[config.mk]
export PLATFORM = sky130hd
export DESIGN_NAME = mlp_backprop_momentum_step_unit
export DESIGN_NICKNAME = d
export VERILOG_FILES = /design/src/rtl/mlpbp_pkg.sv /design/src/rtl/mlp_backprop_momentum_step_unit.sv
export SDC_FILE = /design/constraint.sdc
export NUM_CORES = 2
export LEC_CHECK = 0
export BUFFER_PORTS_ARGS = -buffer_cell sky130_fd_sc_hd__clkbuf_2
export CAP_MARGIN = 25
export CORE_UTILIZATION = 25
export CTS_CLUSTER_DIAMETER = 50
export DETAILED_ROUTE_END_ITERATION = 16
export GPL_TIMING_DRIVEN = 0
export PLACE_DENSITY_LB_ADDON = 0.25
export RECOVER_POWER = 25
export SETUP_SLACK_MARGIN = 0.5
export SYNTH_ARGS = -nofsm -noshare
export SYNTH_HDL_FRONTEND = slang
export SYNTH_SLANG_ARGS = --single-unit
export TNS_END_PERCENT = 5
[constraint.sdc]
create_clock -name clk -period 22.7 [get_ports clk]
set_input_delay 1.135 -clock clk [delete_from_list [all_inputs] [get_ports clk]]
set_output_delay 1.135 -clock clk [all_outputs]
set_load 0.03 [all_outputs]
[src/rtl/mlpbp_pkg.sv]
package mlpbp_pkg;

  // Network shape and number formats.
  localparam int NUM_INPUTS       = 2;
  localparam int NUM_HIDDEN       = 2;
  localparam int WEIGHT_FRAC_BITS = 12;
  localparam int SIGMOID_DEPTH    = 256;

  localparam int W_W      = 18;                               // weights and steps
  localparam int NIH      = (NUM_INPUTS + 1) * NUM_HIDDEN;    // input-hidden weights
  localparam int NHO      = NUM_HIDDEN + 1;                   // hidden-output weights
  localparam int ACT_W    = 12;                               // Q0.12 activations
  localparam int SIG_IDX_W = $clog2(SIGMOID_DEPTH);
  localparam int FAN_MAX  = (NUM_INPUTS > NUM_HIDDEN) ? NUM_INPUTS : NUM_HIDDEN;
  localparam int SUM_W    = W_W + $clog2(FAN_MAX + 1);

  // Datapath widths of the back-propagation terms.
  localparam int E_W      = 14;                               // target minus output
  localparam int DO_W     = 24;                               // output delta
  localparam int SDW_W    = 41 - WEIGHT_FRAC_BITS;            // weight times output delta
  localparam int DH_W     = 39 - WEIGHT_FRAC_BITS;            // hidden delta
  localparam int G_W      = (DH_W > DO_W) ? DH_W : DO_W;      // eta times delta
  localparam int MUL_A_W  = (SDW_W > G_W) ? SDW_W : G_W;
  localparam int MUL_B_W  = 24;
  localparam int PROD_W   = MUL_A_W + MUL_B_W;

  localparam int PE_W     = 16;
  localparam int EACC_W   = 20;
  localparam int CFG_W    = 16;

  // Configuration register indexes.
  localparam logic [1:0] REG_LEARN_RATE     = 2'd0;
  localparam logic [1:0] REG_MOMENTUM       = 2'd1;
  localparam logic [1:0] REG_STOP_THRESHOLD = 2'd2;

  localparam logic [11:0] LEARN_RATE_RST = 12'd2048;
  localparam logic [11:0] MOMENTUM_RST   = 12'd3686;
  localparam logic [15:0] STOP_THR_RST   = 16'd26;

  localparam logic signed [PROD_W-1:0] W_MAX_P = PROD_W'(2 ** (W_W - 1) - 1);
  localparam logic signed [PROD_W-1:0] W_MIN_P = -W_MAX_P - PROD_W'(1);

  localparam logic signed [SUM_W+1:0] SIG_LIM = (SUM_W + 2)'(8 << WEIGHT_FRAC_BITS);

  typedef logic [ACT_W-1:0] sig_table_t [SIGMOID_DEPTH];

  // Sigmoid over -8..8: e^-|x| as powers of e^-1/256 in Q0.32, then 2^44/(2^32+t).
  function automatic sig_table_t build_sig_table();
    sig_table_t      tbl;
    longint unsigned r;
    longint unsigned b;
    longint unsigned m;
    longint unsigned den;
    longint unsigned num;
    longint unsigned rem;
    longint unsigned s;
    longint          x;
    for (int i = 0; i < SIGMOID_DEPTH; i++) begin
      x = longint'((i * 4096) / SIGMOID_DEPTH) - 64'sd2048;
      m = (x < 0) ? longint'(-x) : longint'(x);
      r = 64'd4294967296;
      b = 64'd4278222805;
      for (int k = 0; k < 13; k++) begin
        if (m[0]) begin
          r = (r * b + 64'h8000_0000) >> 32;
        end
        b = (b * b + 64'h8000_0000) >> 32;
        m = m >> 1;
      end
      den = 64'd4294967296 + r;
      // Rounded quotient by restoring long division, one bit per step.
      num = (64'd1 << 44) + (den >> 1);
      s   = '0;
      rem = '0;
      for (int k = 63; k >= 0; k--) begin
        rem = (rem << 1) | {63'd0, num[k]};
        if (rem >= den) begin
          rem  = rem - den;
          s[k] = 1'b1;
        end
      end
      if (x < 0) begin
        tbl[i] = ACT_W'(64'd4096 - s);
      end else begin
        tbl[i] = (s > 64'd4095) ? 12'd4095 : ACT_W'(s);
      end
    end
    return tbl;
  endfunction

  localparam sig_table_t SIG_TABLE = build_sig_table();

  // Round half up, then drop n fraction bits.
  function automatic logic signed [PROD_W-1:0] rnd(input logic signed [PROD_W-1:0] v,
                                                   input int n);
    logic signed [PROD_W-1:0] half;
    half = '0;
    half[n-1] = 1'b1;
    return (v + half) >>> n;
  endfunction

  function automatic logic signed [W_W-1:0] sat_w(input logic signed [PROD_W-1:0] v);
    logic signed [PROD_W-1:0] c;
    if (v > W_MAX_P) begin
      c = W_MAX_P;
    end else if (v < W_MIN_P) begin
      c = W_MIN_P;
    end else begin
      c = v;
    end
    return c[W_W-1:0];
  endfunction

  function automatic logic [ACT_W-1:0] sigmoid(input logic signed [SUM_W-1:0] sum);
    logic signed [SUM_W+1:0] off;
    logic [SIG_IDX_W-1:0]    idx;
    off = (SUM_W + 2)'(sum) + SIG_LIM;
    if (off < 0) begin
      idx = '0;
    end else if (off >= (SIG_LIM <<< 1)) begin
      idx = '1;
    end else begin
      idx = off[WEIGHT_FRAC_BITS+3 -: SIG_IDX_W];
    end
    return SIG_TABLE[idx];
  endfunction

endpackage

[src/rtl/mlp_backprop_momentum_step_unit.sv]
// Handles the 2-2-1 network; a new request is taken only in the idle state, after the
// previous one has left the sequencer. The single shared multiplier is used for all
// 25 products of the forward pass, deltas and nine weight updates.
// A finished result waits in the output register while the next request is taken.
// Reset (rst_n low, synchronous): weights, steps and the epoch error sum clear to zero,
// the configuration registers return to 0.5, 0.9 and 26, and both channels go idle.
module mlp_backprop_momentum_step_unit
  import mlpbp_pkg::*;
(
  input  logic        clk,
  input  logic        rst_n,
  // in_tdata: [0] in_a, [1] in_b, [2] target_bit, [7:3] zero
  input  logic        in_tvalid,
  output logic        in_tready,
  input  logic [7:0]  in_tdata,
  input  logic        in_tlast,       // epoch_end
  // out_tdata: [11:0] net_output, [27:12] pattern_error, [47:28] epoch_error,
  //            [48] converged, [55:49] zero
  output logic        out_tvalid,
  input  logic        out_tready,
  output logic [55:0] out_tdata,
  input  logic        cfg_valid,
  output logic        cfg_ready,
  input  logic [1:0]  cfg_index,
  input  logic [15:0] cfg_data
);

  localparam int J_W  = $clog2(NUM_HIDDEN + 1);
  localparam int I_W  = $clog2(NUM_INPUTS + 1);
  localparam int K_W  = $clog2(NIH);
  localparam int HI_W = (NUM_HIDDEN > 1) ? $clog2(NUM_HIDDEN) : 1;

  // The sequencer walks the network one phase at a time; each multiply takes one
  // phase to issue and the product is consumed from prod_r in a later phase.
  typedef enum logic [7:0] {
    ST_IDLE = 8'b0000_0001,
    ST_HSUM = 8'b0000_0010,
    ST_OSUM = 8'b0000_0100,
    ST_ERR  = 8'b0000_1000,
    ST_DHID = 8'b0001_0000,
    ST_UPIH = 8'b0010_0000,
    ST_UPHO = 8'b0100_0000,
    ST_OUT  = 8'b1000_0000
  } state_t;

  localparam logic [2:0] PH_A = 3'd0;
  localparam logic [2:0] PH_B = 3'd1;
  localparam logic [2:0] PH_C = 3'd2;
  localparam logic [2:0] PH_D = 3'd3;
  localparam logic [2:0] PH_E = 3'd4;

  state_t               state_r, state_nxt;
  logic [2:0]           sub_r, sub_nxt;
  logic [J_W-1:0]       j_r, j_nxt;
  logic [I_W-1:0]       i_r, i_nxt;

  logic [11:0]          eta_r, alpha_r;
  logic [15:0]          thr_r;

  logic [NUM_INPUTS:0]  x_r;
  logic                 tgt_r, eoe_r;

  logic signed [W_W-1:0] wih_r [NIH];
  logic signed [W_W-1:0] sih_r [NIH];
  logic signed [W_W-1:0] who_r [NHO];
  logic signed [W_W-1:0] sho_r [NHO];

  logic [ACT_W-1:0]     h_r [NUM_HIDDEN];
  logic [ACT_W-1:0]     o_r;
  logic signed [SUM_W-1:0] acc_r;
  logic signed [PROD_W-1:0] prod_r;
  logic signed [DO_W-1:0]  do_r;
  logic signed [SDW_W-1:0] sdw_r;
  logic signed [DH_W-1:0]  dh_r [NUM_HIDDEN];
  logic signed [G_W-1:0]   g_r, tt_r;
  logic [EACC_W-1:0]    eacc_r;

  logic [PE_W-1:0]      res_pe_r;
  logic [EACC_W-1:0]    res_esum_r;
  logic                 res_conv_r;

  logic                 out_valid_r;
  logic [ACT_W-1:0]     out_o_r;
  logic [PE_W-1:0]      out_pe_r;
  logic [EACC_W-1:0]    out_esum_r;
  logic                 out_conv_r;

  // Shared multiplier operands and per-state views of the stored values.
  logic signed [MUL_A_W-1:0] mul_a;
  logic signed [MUL_B_W-1:0] mul_b;
  logic [K_W-1:0]       k_w;
  logic [HI_W-1:0]      hi_w;
  logic [J_W-1:0]       woi_w;
  logic [ACT_W-1:0]     h_sel;
  logic signed [W_W-1:0] who_sel, sho_sel, wih_sel, sih_sel;
  logic signed [DH_W-1:0] dh_sel;
  logic                 x_sel;
  logic signed [E_W-1:0] e_w;
  logic signed [SUM_W-1:0] sum_w;
  logic signed [PROD_W-1:0] r9, r12, rf, r24, mom_w, term_w;
  logic signed [W_W-1:0] step_w;
  logic [EACC_W:0]      esum_wide;
  logic [EACC_W-1:0]    esum_w;
  logic                 out_free;

  assign in_tready  = (state_r == ST_IDLE);
  assign cfg_ready  = 1'b1;
  assign out_tvalid = out_valid_r;
  assign out_tdata  = {7'd0, out_conv_r, out_esum_r, out_pe_r, out_o_r};
  assign out_free   = !out_valid_r || out_tready;

  always_comb begin
    k_w   = K_W'(32'(i_r) * NUM_HIDDEN + 32'(j_r));
    hi_w  = (state_r == ST_DHID || state_r == ST_HSUM || state_r == ST_UPIH)
            ? j_r[HI_W-1:0] : HI_W'(j_r - J_W'(1));
    woi_w = (state_r == ST_DHID) ? J_W'(j_r + J_W'(1)) : j_r;
    h_sel   = h_r[hi_w];
    dh_sel  = dh_r[hi_w];
    who_sel = who_r[woi_w];
    sho_sel = sho_r[j_r];
    wih_sel = wih_r[k_w];
    sih_sel = sih_r[k_w];
    x_sel   = x_r[i_r];
    e_w = (tgt_r ? E_W'(4096) : E_W'(0)) - $signed({2'b00, o_r});

    r9  = rnd(prod_r, 9);
    r12 = rnd(prod_r, 12);
    rf  = rnd(prod_r, WEIGHT_FRAC_BITS);
    r24 = rnd(prod_r, 24);

    // Hidden sums add weights directly; the output sum adds rounded products.
    if (state_r == ST_HSUM) begin
      sum_w = ((i_r == '0) ? SUM_W'(0) : acc_r) + (x_sel ? SUM_W'(wih_sel) : SUM_W'(0));
    end else begin
      sum_w = acc_r + SUM_W'(r12);
    end

    // New step: eta term plus momentum on the old step, saturated.
    mom_w = r12;
    if (state_r == ST_UPIH) begin
      term_w = x_sel ? rnd(PROD_W'(g_r), 24 - WEIGHT_FRAC_BITS) : '0;
    end else begin
      term_w = rnd(PROD_W'(tt_r), 24 - WEIGHT_FRAC_BITS);
    end
    step_w = sat_w(term_w + mom_w);

    esum_wide = {1'b0, eacc_r} + (EACC_W + 1)'(r9[PE_W-1:0]);
    esum_w    = esum_wide[EACC_W] ? '1 : esum_wide[EACC_W-1:0];
  end

  // Operand selection for the shared multiplier.
  always_comb begin
    mul_a = '0;
    mul_b = '0;
    unique case (state_r)
      ST_OSUM: begin
        mul_a = MUL_A_W'(who_sel);
        mul_b = MUL_B_W'(h_sel);
      end
      ST_ERR: begin
        priority case (sub_r)
          PH_A: begin
            mul_a = MUL_A_W'(e_w);
            mul_b = MUL_B_W'(e_w);
          end
          PH_B: begin
            mul_a = MUL_A_W'(o_r);
            mul_b = MUL_B_W'(13'd4096 - 13'(o_r));
          end
          default: begin
            mul_a = MUL_A_W'(prod_r[22:0]);
            mul_b = MUL_B_W'(e_w);
          end
        endcase
      end
      ST_DHID: begin
        priority case (sub_r)
          PH_A: begin
            mul_a = MUL_A_W'(who_sel);
            mul_b = MUL_B_W'(do_r);
          end
          PH_B: begin
            mul_a = MUL_A_W'(h_sel);
            mul_b = MUL_B_W'(13'd4096 - 13'(h_sel));
          end
          default: begin
            mul_a = MUL_A_W'(sdw_r);
            mul_b = MUL_B_W'(prod_r[22:0]);
          end
        endcase
      end
      ST_UPIH: begin
        if (sub_r == PH_A) begin
          mul_a = MUL_A_W'(dh_sel);
          mul_b = MUL_B_W'(eta_r);
        end else begin
          mul_a = MUL_A_W'(sih_sel);
          mul_b = MUL_B_W'(alpha_r);
        end
      end
      ST_UPHO: begin
        priority case (sub_r)
          PH_A: begin
            mul_a = MUL_A_W'(do_r);
            mul_b = MUL_B_W'(eta_r);
          end
          PH_D: begin
            mul_a = MUL_A_W'(g_r);
            mul_b = MUL_B_W'(h_sel);
          end
          default: begin
            mul_a = MUL_A_W'(sho_sel);
            mul_b = MUL_B_W'(alpha_r);
          end
        endcase
      end
      default: begin
        mul_a = '0;
        mul_b = '0;
      end
    endcase
  end

  // Sequencer.
  always_comb begin
    state_nxt = state_r;
    sub_nxt   = sub_r;
    j_nxt     = j_r;
    i_nxt     = i_r;
    unique case (state_r)
      ST_IDLE: begin
        if (in_tvalid) begin
          state_nxt = ST_HSUM;
          sub_nxt   = PH_A;
          j_nxt     = '0;
          i_nxt     = '0;
        end
      end
      ST_HSUM: begin
        if (i_r == I_W'(NUM_INPUTS)) begin
          i_nxt = '0;
          if (j_r == J_W'(NUM_HIDDEN - 1)) begin
            state_nxt = ST_OSUM;
            j_nxt     = '0;
          end else begin
            j_nxt = j_r + J_W'(1);
          end
        end else begin
          i_nxt = i_r + I_W'(1);
        end
      end
      ST_OSUM: begin
        if (j_r == '0) begin
          j_nxt = J_W'(1);
        end else if (sub_r == PH_A) begin
          sub_nxt = PH_B;
        end else begin
          sub_nxt = PH_A;
          if (j_r == J_W'(NUM_HIDDEN)) begin
            state_nxt = ST_ERR;
            j_nxt     = '0;
          end else begin
            j_nxt = j_r + J_W'(1);
          end
        end
      end
      ST_ERR: begin
        if (sub_r == PH_D) begin
          state_nxt = ST_DHID;
          sub_nxt   = PH_A;
        end else begin
          sub_nxt = sub_r + 3'd1;
        end
      end
      ST_DHID: begin
        if (sub_r == PH_D) begin
          sub_nxt = PH_A;
          if (j_r == J_W'(NUM_HIDDEN - 1)) begin
            state_nxt = ST_UPIH;
            j_nxt     = '0;
            i_nxt     = '0;
          end else begin
            j_nxt = j_r + J_W'(1);
          end
        end else begin
          sub_nxt = sub_r + 3'd1;
        end
      end
      ST_UPIH: begin
        priority case (sub_r)
          PH_A:    sub_nxt = PH_B;
          PH_B:    sub_nxt = PH_C;
          PH_C: begin
            if (i_r == I_W'(NUM_INPUTS)) begin
              i_nxt   = '0;
              sub_nxt = PH_A;
              if (j_r == J_W'(NUM_HIDDEN - 1)) begin
                state_nxt = ST_UPHO;
                j_nxt     = '0;
              end else begin
                j_nxt = j_r + J_W'(1);
              end
            end else begin
              i_nxt   = i_r + I_W'(1);
              sub_nxt = PH_D;
            end
          end
          default: sub_nxt = PH_C;
        endcase
      end
      ST_UPHO: begin
        priority case (sub_r)
          PH_A:    sub_nxt = PH_B;
          PH_B:    sub_nxt = PH_C;
          PH_C: begin
            if (j_r == J_W'(NUM_HIDDEN)) begin
              state_nxt = ST_OUT;
              sub_nxt   = PH_A;
              j_nxt     = '0;
            end else begin
              j_nxt   = j_r + J_W'(1);
              sub_nxt = PH_D;
            end
          end
          PH_D:    sub_nxt = PH_E;
          default: sub_nxt = PH_C;
        endcase
      end
      ST_OUT: begin
        if (out_free) begin
          state_nxt = ST_IDLE;
        end
      end
      default: state_nxt = ST_IDLE;
    endcase
  end

  always_ff @(posedge clk) begin
    if (!rst_n) begin
      state_r     <= ST_IDLE;
      sub_r       <= PH_A;
      j_r         <= '0;
      i_r         <= '0;
      eta_r       <= LEARN_RATE_RST;
      alpha_r     <= MOMENTUM_RST;
      thr_r       <= STOP_THR_RST;
      eacc_r      <= '0;
      out_valid_r <= 1'b0;
      for (int n = 0; n < NIH; n++) begin
        wih_r[n] <= '0;
        sih_r[n] <= '0;
      end
      for (int n = 0; n < NHO; n++) begin
        who_r[n] <= '0;
        sho_r[n] <= '0;
      end
    end else begin
      state_r <= state_nxt;
      sub_r   <= sub_nxt;
      j_r     <= j_nxt;
      i_r     <= i_nxt;

      if (cfg_valid) begin
        priority case (cfg_index)
          REG_LEARN_RATE:     eta_r   <= cfg_data[11:0];
          REG_MOMENTUM:       alpha_r <= cfg_data[11:0];
          REG_STOP_THRESHOLD: thr_r   <= cfg_data;
          default: ;
        endcase
      end

      if (state_r == ST_ERR && sub_r == PH_B) begin
        eacc_r <= eoe_r ? '0 : esum_w;
      end

      // Input-hidden update: step and weight saturate to 18 bits.
      if (state_r == ST_UPIH && sub_r == PH_C) begin
        sih_r[k_w] <= step_w;
        wih_r[k_w] <= sat_w(PROD_W'(wih_sel) + PROD_W'(step_w));
      end

      if (state_r == ST_UPHO && sub_r == PH_C) begin
        sho_r[j_r] <= step_w;
        who_r[j_r] <= sat_w(PROD_W'(who_r[j_r]) + PROD_W'(step_w));
      end

      if (state_r == ST_OUT && out_free) begin
        out_valid_r <= 1'b1;
      end else if (out_tready) begin
        out_valid_r <= 1'b0;
      end
    end
  end

  // Datapath registers without reset.
  always_ff @(posedge clk) begin
    prod_r <= mul_a * mul_b;

    if (state_r == ST_IDLE && in_tvalid) begin
      for (int n = 0; n <= NUM_INPUTS; n++) begin
        x_r[n] <= (n == 0) || ((n == 1) && in_tdata[0]) || ((n == 2) && in_tdata[1]);
      end
      tgt_r <= in_tdata[2];
      eoe_r <= in_tlast;
    end

    unique case (state_r)
      ST_HSUM: begin
        acc_r <= sum_w;
        if (i_r == I_W'(NUM_INPUTS)) begin
          h_r[hi_w] <= sigmoid(sum_w);
        end
      end
      ST_OSUM: begin
        if (j_r == '0) begin
          acc_r <= SUM_W'(who_sel);
        end else if (sub_r == PH_B) begin
          acc_r <= sum_w;
          if (j_r == J_W'(NUM_HIDDEN)) begin
            o_r <= sigmoid(sum_w);
          end
        end
      end
      ST_ERR: begin
        if (sub_r == PH_B) begin
          res_pe_r   <= r9[PE_W-1:0];
          res_esum_r <= esum_w;
          res_conv_r <= eoe_r && (esum_w < EACC_W'(thr_r));
        end
        if (sub_r == PH_D) begin
          do_r <= r12[DO_W-1:0];
        end
      end
      ST_DHID: begin
        if (sub_r == PH_B) begin
          sdw_r <= rf[SDW_W-1:0];
        end
        if (sub_r == PH_D) begin
          dh_r[hi_w] <= r24[DH_W-1:0];
        end
      end
      ST_UPIH: begin
        if (sub_r == PH_B) begin
          g_r <= r12[G_W-1:0];
        end
      end
      ST_UPHO: begin
        if (sub_r == PH_B) begin
          g_r  <= r12[G_W-1:0];
          tt_r <= r12[G_W-1:0];
        end
        if (sub_r == PH_E) begin
          tt_r <= r12[G_W-1:0];
        end
      end
      ST_OUT: begin
        if (out_free) begin
          out_o_r    <= o_r;
          out_pe_r   <= res_pe_r;
          out_esum_r <= res_esum_r;
          out_conv_r <= res_conv_r;
        end
      end
      default: ;
    endcase
  end

`ifndef SYNTHESIS
  a_accept_starts: assert property (@(posedge clk) disable iff (!rst_n)
    in_tvalid && in_tready |=> state_r == ST_HSUM)
    else $error("accepted request did not start the hidden sums");

  a_conv_below_thr: assert property (@(posedge clk) disable iff (!rst_n)
    out_valid_r && out_conv_r |-> out_esum_r < EACC_W'(thr_r))
    else $error("converged flag raised with epoch error above threshold");

  a_epoch_clear: assert property (@(posedge clk) disable iff (!rst_n)
    state_r == ST_ERR && sub_r == PH_B && eoe_r |=> eacc_r == '0)
    else $error("epoch error sum not cleared after epoch end");

  a_pe_range: assert property (@(posedge clk) disable iff (!rst_n)
    out_valid_r |-> out_pe_r <= 16'd32768)
    else $error("pattern error out of range");
`endif

endmodule
==> metrics.yaml <==
route:
  drt-wirelength-per-cell_microns: 23.78
  antenna_left: 0
  avgViaCountPerCell: 4.946
  first_pass_iters: 6
  wirelength_microns: 281100
  via_count: 58454
  remaining_drc_errors: 0
  drtIter0Drc: 5456
cells_and_area:
  num-nets-final: 8898
  layout-drive-gt1-share: 0.06847
  instances_no_fill: 11818
  area_delta_synth_final_pct: 13.62
  seq_area_sq_um: 24480
  fillCellCount: 30997
  stdcell_area_sq_um: 83580
  multi_input_comb_area_sq_um: 43850
setup_path:
  cp_slowest_cell: "buf_1"
  critPathArrivalTime_ps: 16640
  rrSetupSlack_ps: 6680
  rr_endpoint: "prod_r[50]"
  cp.required_ps: 23320
  end_kind: "flip-flop"
  crit_top_cell: "fa_1"
  rr_worst_depth: 46
  critPathLaunchType: "flip-flop"
  cp_max_fo: 10
  reg2reg_from: "state_r[0]"
  crit_type: "reg2reg"
  critPathMaxStageDelay_ps: 850
clock_network:
  post_cts_buffers: 0
  cts_tree: "built"
  clock_latency_ps: 790
  cts_made_buffers: 106
  clkTransAtPathRegs_ps: 60
  cts_resized: 0
  cts_root_buffer: "clkbuf_16"
  h-tree-depth: 3
  holdBufCountCts: 0
  cts_num_sinks: 859
  cts_buffer_depth: 3
timing:
  fmax_mhz: 62.44
  rsz0062_at_grt: "no"
  final.period_utilization: 0.7055
  worst_slew_pin_slew_ps: 2842
  final-hold-violation-count: 0
  max_slew_margin: -0.9015
  skew_ps: 79.31
  finalWorstSetupSlack_ps: 6684
  setup_viol: 0
  final_max_slew_viol_count: 120
  fin_setup_tns_ps: 0
  finalCriticalPeriod_ps: 16020
place:
  dp_cells: 11609
  pre_cts_ws_ps: 6797
  dpl_cell_area_sq_um: 79950
  hpwlAfterDp_microns: 224400
  portBuffers: 77
  gp_congestion: 0.9415
global_route:
  overflow: 0
  antenna_found_initial: 4
  grt_pass1_vias: 59413
  grt_max_degree: 39
  grt_pass1_wl_microns: 411800
  track_usage: 0.1885
synthesis:
  synthArstFlopShare: 0
  synth_top_area_share: 0.2972
  synthDistinctLibCells: 111
  yosysWarningCount: 0
  syn-cell-area_sq_um: 73560
  yosys.area.top_type: "edfxtp_1"
  avgSynthCellArea_sq_um: 9.741
  synth_area_leaders: "edfxtp_1 30%, fa_1 20%, nand2_1 5.8%"
  synth_ff_type: "edfxtp_1"
  yosysSeqAreaShare: 0.3328
  postSynthCellCount: 7552
  synth_edf_count: 728
  synth_seq_cells: 859
run_status:
  violations: "capacitance limit, slew limit"
  status: "finished, violations left"
worst_hold_path:
  whs_endpoint: "out_esum_r[2]"
  hp-start: "res_esum_r[2]"
  whs_path_depth: 0
  hold_class: "reg2reg"
power_and_ir_drop:
  leakage_nw: 33.21
  p_per_area_nw_per_um2: 46.34
  worst_ir_drop_vdd_mv: 0.05415
floorplan:
  die_area_sq_um: 296400
  ioPinCount: 91
  start_util: 0.2521
  die-height_microns: 544.5
  design.core.area_sq_um: 291800
  die_w_microns: 544.5
  rows: 198
flow_run:
  drv_cap: 7
[how the worst max path moves through the flow]
stage | startpoint | end | slack, ps
finish | state_r[0] | prod_r[50] | 6680
global route | state_r[0] | prod_r[50] | 6160
CTS | state_r[0] | prod_r[50] | 6750
detailed placement | state_r[0] | prod_r[50] | 6800
global placement | state_r[7] | prod_r[52] | 4780
floorplan | state_r[7] | prod_r[50] | 11100
[state kept, by name, indices dropped and copies added, names as in the netlist, 12 cells and up, named ones only]
name / cells
dh_r: 54
eta_r: 12
sdw_r: 29
h_r: 24
alpha_r: 12
g_r: 27
res_pe_r: 16
tt_r: 16
wih_r: 144
thr_r: 16
sho_r: 72
res_esum_r: 20
acc_r: 20
prod_r: 53
out_pe_r: 16
eacc_r: 20
sih_r: 144
who_r: 72
out_esum_r: 20
do_r: 24
o_r: 12
out_o_r: 12
[cell families (layout without fill, tap and decap cells)]
kind of cell,count (synthesis),in the layout,synth area share
fa+ha+maj,1043,1043,0.2511
simple gates,2589,2589,0.1587
flops,859,859,0.3328
compound gates,1200,1200,0.1064
buf+inv,1416,1774,0.07360
xor+xnor,283,283,0.03369
other cells,2,10,0.0001021
mux,160,160,0.04358
[per-layer routing]
layer,vias up,track usage,share of wire
met5,-,0,0
met4,0,0.08697,0.052
met3,511,0.02908,0.068
met2,2261,0.2956,0.45
met1,29756,0.2545,0.43
li1,25926,-,-
[placed cells by master (no fill, tap or decap), drive strengths merged, types with 43 or more instances in the layout]
master and n:
clkbuf 528, clkinv 44, nor3 73, a221oi 43
and2 80, and3 65, a21o 93, mux4 126
ha 318, buf 135, xor2 101, nand3 145
dfxtp 131, fa 723, nand4 61, nand2 1146
a31oi 67, o21ai 189, nand2b 64, inv 1046
a21oi 395, edfxtp 728, nor2 667, xnor2 182
nor2b 127
[worst max-delay path: cells and delay by family, from the launching register on]
| kind | cells | cell delay, ps |
|---|---|---|
| buf+inv | 11 | 4070 |
| fa+ha+maj | 8 | 3980 |
| compound gates | 14 | 3970 |
| simple gates | 11 | 2790 |
| xor+xnor | 2 | 640 |
| flops | 1 | 370 |
[where the power goes]
group	total [W]	switching, W	internal (W)
clock network	0.00178	0.000757	0.00102
logic	0.000349	0.000252	0.0000971
registers	0.00174	0.0000117	0.00173
[area by class of cell]
cell class | count | share of cell area
clock inverters | 82 | 0.01172
well taps | 3900 | 0.05838
repair buffers | 159 | 0.01449
diodes | 2 | 0.00005988
inverters | 1028 | 0.04617
multi-input cells | 5283 | 0.5247
flip-flops and latches | 859 | 0.2929
plain buffers | 388 | 0.01861
clock buffers | 117 | 0.03298
[synthesized netlist by cell type (13+ instances only)]
cell type,count
a2111oi_0,20
a211oi_1,31
a21o_1,93
a21oi_1,394
a221oi_1,43
a22oi_1,27
a31oi_1,66
and2_1,79
and3_1,65
and4_1,13
buf_1,40
buf_4,16
clkbuf_1,319
dfxtp_1,131
edfxtp_1,728
fa_1,723
ha_1,318
inv_1,1028
mux2i_1,24
mux4_2,126
nand2_1,1142
nand2b_1,64
nand3_1,145
nand3b_1,20
nand4_1,59
nor2_1,657
nor2b_1,127
nor3_1,72
nor3b_1,22
nor4_1,17
o2111ai_1,14
o211ai_1,36
o21a_1,32
o21ai_0,175
o21ai_1,14
o21bai_1,33
o221ai_1,19
o22ai_1,37
o31ai_1,22
or2_2,16
or3_1,34
xnor2_1,182
xor2_1,101
[through the flow]
stage                     power [W]  utilization  hold WS (ps)
after floorplan            0.001969            -         400.3
after global placement     0.002115       0.2702         404.1
after detailed placement   0.002117       0.2739         405.6
after CTS                  0.003897       0.2867         420.8
after global routing       0.003977       0.2864         428.4
final                      0.003873       0.2864         417.9
No activity file was read; power rests on OpenSTA's default activity.
